`src/rtl/rddt_pkg.sv`:
```
// Shared widths and command codes for the relay delay/duration timer.
package rddt_pkg;

   localparam int COUNT_W = 16;          // delay, work and scale fields
   localparam int TIME_W  = 32;          // tick counter and wait times
   localparam int RELAY_W = 4;           // relay number nibble
   localparam int CODE_W  = 4;           // command code nibble
   localparam int MASK_W  = 4;           // relays shown on the output

   typedef logic [COUNT_W-1:0] count_type;
   typedef logic [TIME_W-1:0]  time_type;

   // action field
   localparam logic ACT_TICK = 1'b0;
   localparam logic ACT_CMD  = 1'b1;

   // do_code field
   localparam logic [CODE_W-1:0] DO_OFF_AFTER = 4'd0;
   localparam logic [CODE_W-1:0] DO_DELAY_ON  = 4'd1;

endpackage

```
`src/rtl/relay_delay_duration_timer.sv`:
```
// Relay delay/duration timer: tick counter, per-relay on/off timers and relay mask.
//
//   channel  direction  handshake           payload
//   req      in         req_valid/req_stall  action, relay_field, do_code,
//                                            delay_count, work_count, scale
//   rsp      out        rsp_valid/rsp_stall  relay_mask, switch_event
//
// A req beat passes through an input register, then the per-relay multiply/
// compare logic that updates timer state and loads the result register. One
// beat per cycle is sustained while rsp_stall is low; the 16x16 products and
// the 32-bit elapsed-time compares of all relays sit in that single stage.
// Synchronous reset clears the tick counter, relay bits and relay modes.
// rsp_stall holds the result register and, with it full, the input register.
module relay_delay_duration_timer #(
   parameter int NUM_RELAYS = 4
) (
   input  logic                          clock,
   input  logic                          reset,
   input  logic                          req_valid,
   output logic                          req_stall,
   input  logic                          req_action,
   input  logic [rddt_pkg::RELAY_W-1:0]  req_relay_field,
   input  logic [rddt_pkg::CODE_W-1:0]   req_do_code,
   input  logic [rddt_pkg::COUNT_W-1:0]  req_delay_count,
   input  logic [rddt_pkg::COUNT_W-1:0]  req_work_count,
   input  logic [rddt_pkg::COUNT_W-1:0]  req_scale,
   output logic                          rsp_valid,
   input  logic                          rsp_stall,
   output logic [rddt_pkg::MASK_W-1:0]   rsp_relay_mask,
   output logic                          rsp_switch_event
);
   import rddt_pkg::*;

   typedef enum logic [1:0] {
      MODE_IDLE,
      MODE_OFF,
      MODE_ON
   } mode_type;

   // input register
   logic                in_vld_ff;
   logic                in_action_ff;
   logic [RELAY_W-1:0]  in_relay_ff;
   logic [CODE_W-1:0]   in_code_ff;
   count_type           in_delay_ff;
   count_type           in_work_ff;
   count_type           in_scale_ff;

   // result register
   logic                out_vld_ff;
   logic [MASK_W-1:0]   out_mask_ff;
   logic                out_event_ff;

   // timer state
   time_type                tick_ff;
   time_type                tick_in;
   logic [NUM_RELAYS-1:0]   relay_bits_ff;
   logic [NUM_RELAYS-1:0]   relay_bits_in;
   logic [NUM_RELAYS-1:0]   fire_off;
   logic [NUM_RELAYS-1:0]   fire_on;
   logic [NUM_RELAYS+MASK_W-1:0] mask_pad;

   logic     advance;
   logic     step;
   logic     is_tick;
   logic     code_ok;
   time_type dly_prod;
   time_type wrk_prod;

   assign advance   = !out_vld_ff || !rsp_stall;
   assign req_stall = in_vld_ff && !advance;
   assign step      = in_vld_ff && advance;
   assign is_tick   = step && (in_action_ff == ACT_TICK);
   assign code_ok   = (in_code_ff == DO_OFF_AFTER) || (in_code_ff == DO_DELAY_ON);
   assign tick_in   = tick_ff + TIME_W'(1);
   assign dly_prod  = TIME_W'(in_delay_ff) * TIME_W'(in_scale_ff);
   assign wrk_prod  = TIME_W'(in_work_ff) * TIME_W'(in_scale_ff);

   always_ff @(posedge clock) begin
      if (reset) begin
         in_vld_ff <= 1'b0;
      end else if (req_valid && !req_stall) begin
         in_vld_ff <= 1'b1;
      end else if (advance) begin
         in_vld_ff <= 1'b0;
      end
      if (req_valid && !req_stall) begin
         in_action_ff <= req_action;
         in_relay_ff  <= req_relay_field;
         in_code_ff   <= req_do_code;
         in_delay_ff  <= req_delay_count;
         in_work_ff   <= req_work_count;
         in_scale_ff  <= req_scale;
      end
   end

   for (genvar ch = 0; ch < NUM_RELAYS; ch++) begin : g_chan
      localparam logic [RELAY_W-1:0] CH_ID = RELAY_W'(ch + 1);

      mode_type mode_ff;
      time_type on_start_ff;
      time_type off_start_ff;
      time_type on_wait_ff;
      time_type off_wait_ff;
      logic     arm;

      assign arm = step && (in_action_ff == ACT_CMD) && (in_relay_ff == CH_ID) && code_ok;

      // mode is checked before update, so off and on firing are exclusive
      assign fire_off[ch] = is_tick && (mode_ff == MODE_OFF) &&
                            ((tick_in - off_start_ff) >= off_wait_ff);
      assign fire_on[ch]  = is_tick && (mode_ff == MODE_ON) &&
                            ((tick_in - on_start_ff) >= on_wait_ff);

      always_ff @(posedge clock) begin
         if (reset) begin
            mode_ff <= MODE_IDLE;
         end else if (arm) begin
            mode_ff <= (in_code_ff == DO_OFF_AFTER) ? MODE_OFF : MODE_ON;
         end else if (fire_off[ch]) begin
            mode_ff <= MODE_IDLE;
         end else if (fire_on[ch]) begin
            mode_ff <= (off_wait_ff != '0) ? MODE_OFF : MODE_IDLE;
         end
         if (arm) begin
            off_wait_ff  <= wrk_prod;
            on_start_ff  <= tick_ff;
            off_start_ff <= tick_ff;
            if (in_code_ff == DO_DELAY_ON) begin
               on_wait_ff <= dly_prod;
            end
         end else if (fire_on[ch] && (off_wait_ff != '0)) begin
            off_start_ff <= tick_in;
         end
      end
   end

   always_comb begin
      relay_bits_in = relay_bits_ff;
      for (int i = 0; i < NUM_RELAYS; i++) begin
         if (fire_off[i]) begin
            relay_bits_in[i] = 1'b0;
         end else if (fire_on[i]) begin
            relay_bits_in[i] = 1'b1;
         end
      end
   end

   // only relays 1..4 reach the output; pad when fewer are built
   assign mask_pad = {{MASK_W{1'b0}}, relay_bits_in};

   always_ff @(posedge clock) begin
      if (reset) begin
         tick_ff       <= '0;
         relay_bits_ff <= '0;
         out_vld_ff    <= 1'b0;
      end else begin
         if (is_tick) begin
            tick_ff       <= tick_in;
            relay_bits_ff <= relay_bits_in;
         end
         if (step) begin
            out_vld_ff <= 1'b1;
         end else if (!rsp_stall) begin
            out_vld_ff <= 1'b0;
         end
      end
      if (step) begin
         out_mask_ff  <= mask_pad[MASK_W-1:0];
         out_event_ff <= |(fire_off | fire_on);
      end
   end

   assign rsp_valid        = out_vld_ff;
   assign rsp_relay_mask   = out_mask_ff;
   assign rsp_switch_event = out_event_ff;

endmodule

```
`config.mk`:
```
export PLATFORM = sky130hd
export DESIGN_NAME = relay_delay_duration_timer
export DESIGN_NICKNAME = d
export VERILOG_FILES = /design/src/rtl/rddt_pkg.sv /design/src/rtl/relay_delay_duration_timer.sv
export SDC_FILE = /design/constraint.sdc
export NUM_CORES = 2
export LEC_CHECK = 0
export BUFFER_PORTS_ARGS = -buffer_cell sky130_fd_sc_hd__clkbuf_2
export CAP_MARGIN = 20
export CORE_UTILIZATION = 45
export DETAILED_ROUTE_END_ITERATION = 8
export GPL_ROUTABILITY_DRIVEN = 0
export HOLD_SLACK_MARGIN = 0.15
export SYNTH_ARGS = -nofsm -noshare
export SYNTH_HDL_FRONTEND = slang
export SYNTH_SLANG_ARGS = --single-unit
```
`constraint.sdc`:
```
create_clock -name clock -period 18.8 [get_ports clock]
set_input_delay 3.76 -clock clock [delete_from_list [all_inputs] [get_ports clock]]
set_output_delay 3.76 -clock clock [all_outputs]
set_load 0.05 [all_outputs]
```
# == After elaboration in Yosys (flattened, before gate mapping) ==
# Index checks and enable logic that the tools add are counted.
# totals
in_bits,61
ff_bits,620
output_inout_bits,7
wordCells,162
# classes
mux,37
bitwise_logic,2
add_sub_neg,9
n_reduce_logical,58
multipliers,2
order_cmp,8
eq_ne,14
# op_table
cell,count
$ge A32 B32 Y1,8
$mux W32,8
$sub A32 B32 Y32,8
$reduce_bool A32 Y1,4
$mul A16 B16 Y32,2
$logic_and A1 B1 Y1,33
$add A32 B1 Y32 const B,1
$mux W2,13
$mux W1,16
$reduce_bool A3 Y1,4
$reduce_bool A2 Y1,5
$eq A2 B1 Y1 const B,4
$eq A2 B2 Y1 const B,4
$eq A4 B1 Y1 const B,2
$eq A4 B2 Y1 const B,2
$reduce_and A2 Y1,4
$eq A4 B3 Y1 const B,1
$logic_not A1 Y1,4
$logic_not A4 Y1,1
$or A4 B4 Y4,1
$reduce_or A4 Y1,1
$logic_or A1 B1 Y1,2
$ne A2 B1 Y1 const B,1
$not A1 Y1,1

# == Logic depth before layout (Yosys ltp) ==
# logic_depth
word_depth,9
mapped_depth,32
ltp_nobuf,29

# == Least setup slack after synthesis ==
# OpenSTA, ideal clock, no wires.
# synth_timing
path_kind,flip-flop to flip-flop
start,register tick_ff[0]
end,register g_chan[1].off_start_ff[0] (enable)
arrival_ns,8.400
path_buffers,3
t_required_ns,18.334
slack_ns,9.935
setup_ns,0.466
path_stages_with_launch,31
synth_period_minus_slack_ns,8.865
cell_sequence,dfxtp_1 ha_1 buf_2 nand3_1 or2_2 clkbuf_1 or3_1 clkbuf_1 inv_1 nand3_1 xnor2_1 ha_1 a21o_1 a21oi_1 and3b_1 o41ai_1 o211ai_1 o21bai_1 a211oi_1 a211oi_1 o2bb2ai_1 xor2_1 ha_1 nand2_1 nor3_1 nand2_1 a21oi_1 a21oi_1 nor3_1 inv_1 o21ai_0
# synth_between
elab_chain_len,6
# synth_lines
element,line_no,text
from (decl),relay_delay_duration_timer.sv:55,time_type tick_ff;
from (signal assigned),relay_delay_duration_timer.sv:159,tick_ff <= tick_in;
$add A32 B1 Y32,relay_delay_duration_timer.sv:75,assign tick_in = tick_ff + TIME_W'(1);
net tick_in[12],relay_delay_duration_timer.sv:56,time_type tick_in;
$sub A32 B32 Y32,relay_delay_duration_timer.sv:113,((tick_in - on_start_ff) >= on_wait_ff);
$ge A32 B32 Y1,relay_delay_duration_timer.sv:113,
$logic_and A1 B1 Y1,relay_delay_duration_timer.sv:112,assign fire_on[ch] = is_tick && (mode_ff == MODE_ON) &&
$logic_and A1 B1 Y1,relay_delay_duration_timer.sv:132,end else if (fire_on[ch] && (off_wait_ff != '0)) begin
$reduce_bool A2 Y1 (no source line),--,
to (signal assigned),relay_delay_duration_timer.sv:128,off_start_ff <= tick_ff;
to (signal assigned),relay_delay_duration_timer.sv:133,off_start_ff <= tick_in;
to (decl),relay_delay_duration_timer.sv:102,time_type off_start_ff;
# The timed path passes the listed nets, and every way through them passes these cells.
# A chain may end at the register's enable or synchronous reset.

# == Worst setup path in the final report ==
# layout_timing
start,register tick_ff[1]
end,register g_chan[1].off_start_ff[4] (enable)
# Same word-level chain as after synthesis.

==> impl.org <==
** Yosys
- The synthesized netlist devotes just under 30% of its cell area to adder and majority cells.
- After technology mapping, the gate count stands at 5978.
- Syn. warnings :: 0
- Counting flops with a built-in enable in the synthesized netlist gives between 500 and 600.
- Top area cells in the synthesized netlist :: edfxtp_1 30%, ha_1 15%, fa_1 14%
- Multiplexer fraction of the synthesized cell area :: less than 1%
- After synthesis, the mean cell area works out to about 9.7 µm².
- Cell area after technology mapping :: around 58000 µm²
- After synthesis, the share of flip-flops with an asynchronous set or reset is 0%.
- For this run, the leading register cell type out of synthesis is edfxtp_1.
- Of the total synthesized cell area, the portion taken by AND, OR, NAND and NOR gates is between 10% and 20%.
- After synthesis, the largest area contributor takes up 29.8% of total cell area.
- The number of nets in the synthesized netlist is 7148.
- Summed over all instances, the cell type with the most area after synthesis is edfxtp_1.
- In this run, synthesis produced a sequential element count of 620.
- Sequential cells were found to cover about a third of the synthesized design area.
- Complex-gate fraction of the synthesized area :: 11.8%
- By area, the combinational part of the netlist is dominated by adder cells.
- The synthesized netlist devotes 6.33% of its cell area to XOR and XNOR gates.
- After synthesis, the netlist uses 84 different library cells.

** Timing
- Hold Worst Slack :: about 0.48 ns
- Final critical delay including setup and external delays :: about 8.6 ns
- Least-Margin Pin Slew :: approximately 1.2 ns
- Sum of negative setup slack :: 0 ns
- RSZ-0062 raised after global routing :: false
- Setup WS post-layout :: approximately 10 ns
- Max Clock Skew :: between 0.04 and 0.05 ns
- Setup violations remaining at the end of the flow were counted as 0.
- Timing-limited maximum frequency :: between 0.1 and 0.15 GHz
- Relative max-transition margin :: between 10% and 20%
- Share of the clock period used by the worst path :: between 40% and 50%
- The hold violation total from the final report came to 0.
- Total count of max-transition violations in the final report :: 0

** Cells and area
- 0 antenna diodes ended up in the layout.
- From synthesis to final layout, the design area changed by 8.28%.
- Number of filler instances in the final layout :: about 12000
- Finished Layout Cells :: between 7000 and 8000
- Fraction of layout instances using a drive strength above 1 :: under 10%
- Net total in the final layout :: 7194
- Final core utilization :: between 40% and 50%

** Routing
- Using the TritonRoute via totals, the vias-per-cell ratio works out to 5.48.
- First-pass detailed-route iteration total :: 5
- Antenna-violating nets left :: 0
- Detailed Route WL :: between 150000 and 200000 µm
- In the final routed layout, each cell accounts on average for ~21 µm.
- For this block, the initial DRC count from the detailed router was 3415.
- The routed layout has between 40000 and 50000 vias.
- In the routed design, unresolved DRC markers number 0.

** Setup path
- The largest single stage delay on the critical path is between 0.6 and 0.7 ns.
- Reg-to-Reg Start :: tick_ff[1]
- The worst setup path is captured at a register.
- Reg-to-reg endpoint :: g_chan[1].off_start_ff[4]
- The largest individual stage delay along the critical path comes from the cell xnor2_1.
- At the worst endpoint, the required time is ~19 ns.
- By startpoint and endpoint, the worst setup path is classified as register to register.
- Type of origin of the critical path :: register
- Data arrival time of the critical path :: roughly 9 ns
- Highest net fanout along the worst path :: 32
- Slack of the worst reg-to-reg path :: about 10 ns
- Measured in cells, the most critical reg-to-reg path has a length of 29.

** GRT
- The initial antenna violation count is 3.
- Total global routing track utilization :: 24.9%
- Vias in the first global route :: 42501
- After global routing the overflow that remains totals 0.
- First-pass GRT wire length :: 247000 µm
- Entering global routing, the biggest net connects 67 pins.

** Floorplanning
- Initial core utilization :: between 40 and 50%
- Core region area :: ~130000 µm²
- During I/O placement, the number of pins put on the boundary was between 60 and 70.
- Num rows :: about 130
- The floorplan step set the die width to about 360 µm.
- Area enclosed by the die boundary :: between 100000 and 150000 µm²
- Die H :: 360 µm

** CTS
- Clock tree from TritonCTS :: built
- Maximum root-to-sink buffer count :: 3
- Setup Buffers After CTS :: 0
- Number of levels in the clock H-tree :: 3
- For this design, the sink count on the clock tree is between 600 and 700.
- Buffer cell driving the clock tree root :: clkbuf_16
- Hold repair after CTS inserted 0 buffers.
- TritonCTS created 72 clock buffers.
- Clock network latency to the later pin of the worst-skew pair :: just under 0.7 ns
- Clock-pin slew of the registers on the worst-case setup and hold paths :: about 0.06 ns
- Post-cts gate resize count :: 0

** Outcome
- The flow ran to the end, and the final reports show no timing, DRC or antenna violations.

** Hold path
- Hold endpoint :: relay_bits_ff[2]
- Instance count along the most critical hold path :: 2
- In this run the worst hold path is classified as register to register.
- In this run the most critical hold path is launched from relay_bits_ff[2].

** Place
- Placed Cells :: between 7000 and 8000
- Total of buffers placed on input and output ports :: between 60 and 70
- After legalization and detailed placement, the total HPWL measured around 120000 µm.
- Place WS :: ~10 ns

** Power and ir drop
- For this design the static power due to leakage is 0.0298 µW.
- The worst-case IR drop observed on VDD is 275 µV.
- For this design the ratio of total power to cell area is about 150 nW/µm².

** Job
- Max-cap violations in this run came to 0.
==> flip-flops by register name, summed over array words and instances (netlist names) <==
name / count
in_vld_ff: 1
rsp_valid: 1
in_delay_ff: 16
g_chan.off_start_ff: 128
tick_ff: 32
in_scale_ff: 16
rsp_relay_mask: 4
g_chan.off_wait_ff: 128
in_relay_ff: 4
rsp_switch_event: 1
g_chan.on_wait_ff: 128
relay_bits_ff: 4
g_chan.mode_ff: 8
in_work_ff: 16
in_action_ff: 1
g_chan.on_start_ff: 128
in_code_ff: 4
==> cells by family after synthesis <==
family	Yosys count
buf+inv	1221
xor+xnor	415
flops	620
mux	6
fa+ha+maj	1109
compound gates	1061
simple gates	1546
==> layout by cell type (no fill, tap or decap), drive strengths merged, types with 215 or more instances in the layout <==
cell type / netlist / final
a21o: 215 / 215
a21oi: 318 / 318
and2: 246 / 246
nand2: 501 / 501
edfxtp: 574 / 574
inv: 1062 / 1065
nor2: 306 / 306
xnor2: 256 / 256
fa: 396 / 396
ha: 713 / 713
==> area by class of cell <==
cell class	instances	area (µm²)	area share [%]
multi-input cells	4137	35100	56.1
clock buffers	95	1940	3.10
repair buffers	131	811	1.30
clock inverters	35	487	0.778
well taps	1662	2080	3.32
flip-flops and latches	620	18200	29.0
inverters	1062	3990	6.38
==> routing by layer <==
layer	share of wire [%]	wire, µm	track usage, %
met5	0.0037	6	0
met4	3.2	5100	7.64
met3	5.6	9090	3.54
met2	46	74800	41.2
met1	45	72100	33.6
==> Yosys cell counts, types with 21 or more instances <==
library cell,n
inv_1,1061
ha_1,713
edfxtp_1,574
nand2_1,501
fa_1,396
a21oi_1,318
nor2_1,304
xnor2_1,256
and2_1,246
a21o_1,215
o21ai_0,182
xor2_1,157
clkbuf_1,129
nand3_1,77
nand4_1,73
nor3_1,61
nor2b_1,52
o21a_1,52
nand2b_1,50
nor4_1,48
dfxtp_1,46
a211oi_1,43
a31oi_1,38
o21bai_1,37
and3_1,35
or3_1,34
o211ai_1,26
a21boi_0,21
==> per-stage QoR <==
stage               cell area, µm²  power, µW
detailed placement           60100       8020
finish                       62600       9560
floorplan                    57800       5680
CTS                          62600       9530
global placement             60100       7920
global route                 62600      10200
==> where the power goes <==
group / switching [µW] / internal [µW]
Combinational: 4030 / 1670
Clock: 616 / 860
Sequential: 30.0 / 2350
Total: 4680 / 4880
==> critical path: cells and delay by family, from the launching register on <==
kind | cells | cell delay [ns]
adder cells (fa/ha/maj) | 3 | 0.95
buffers and inverters | 4 | 0.92
flip-flops | 1 | 0.58
XOR/XNOR | 2 | 0.73
AO/OA/AOI/OAI | 11 | 2.41
AND/OR/NAND/NOR | 9 | 2.59
==> how the worst max path moves through the flow <==
| stage | slack, ns | cells after the start | from | endpoint |
|---|---|---|---|---|
| floorplan | 9.93 | 30 | tick_ff[0] | g_chan[1].off_start_ff[0] |
| global placement | 10.28 | 28 | tick_ff[1] | g_chan[1].off_start_ff[2] |
| detailed placement | 10.10 | 28 | tick_ff[1] | g_chan[1].off_start_ff[0] |
| CTS | 10.05 | 28 | tick_ff[1] | g_chan[1].off_start_ff[9] |
| global route | 9.65 | 26 | tick_ff[1] | g_chan[1].off_start_ff[9] |
| finish | 10.21 | 29 | tick_ff[1] | g_chan[1].off_start_ff[4] |
(Power assumes the default switching activity.)
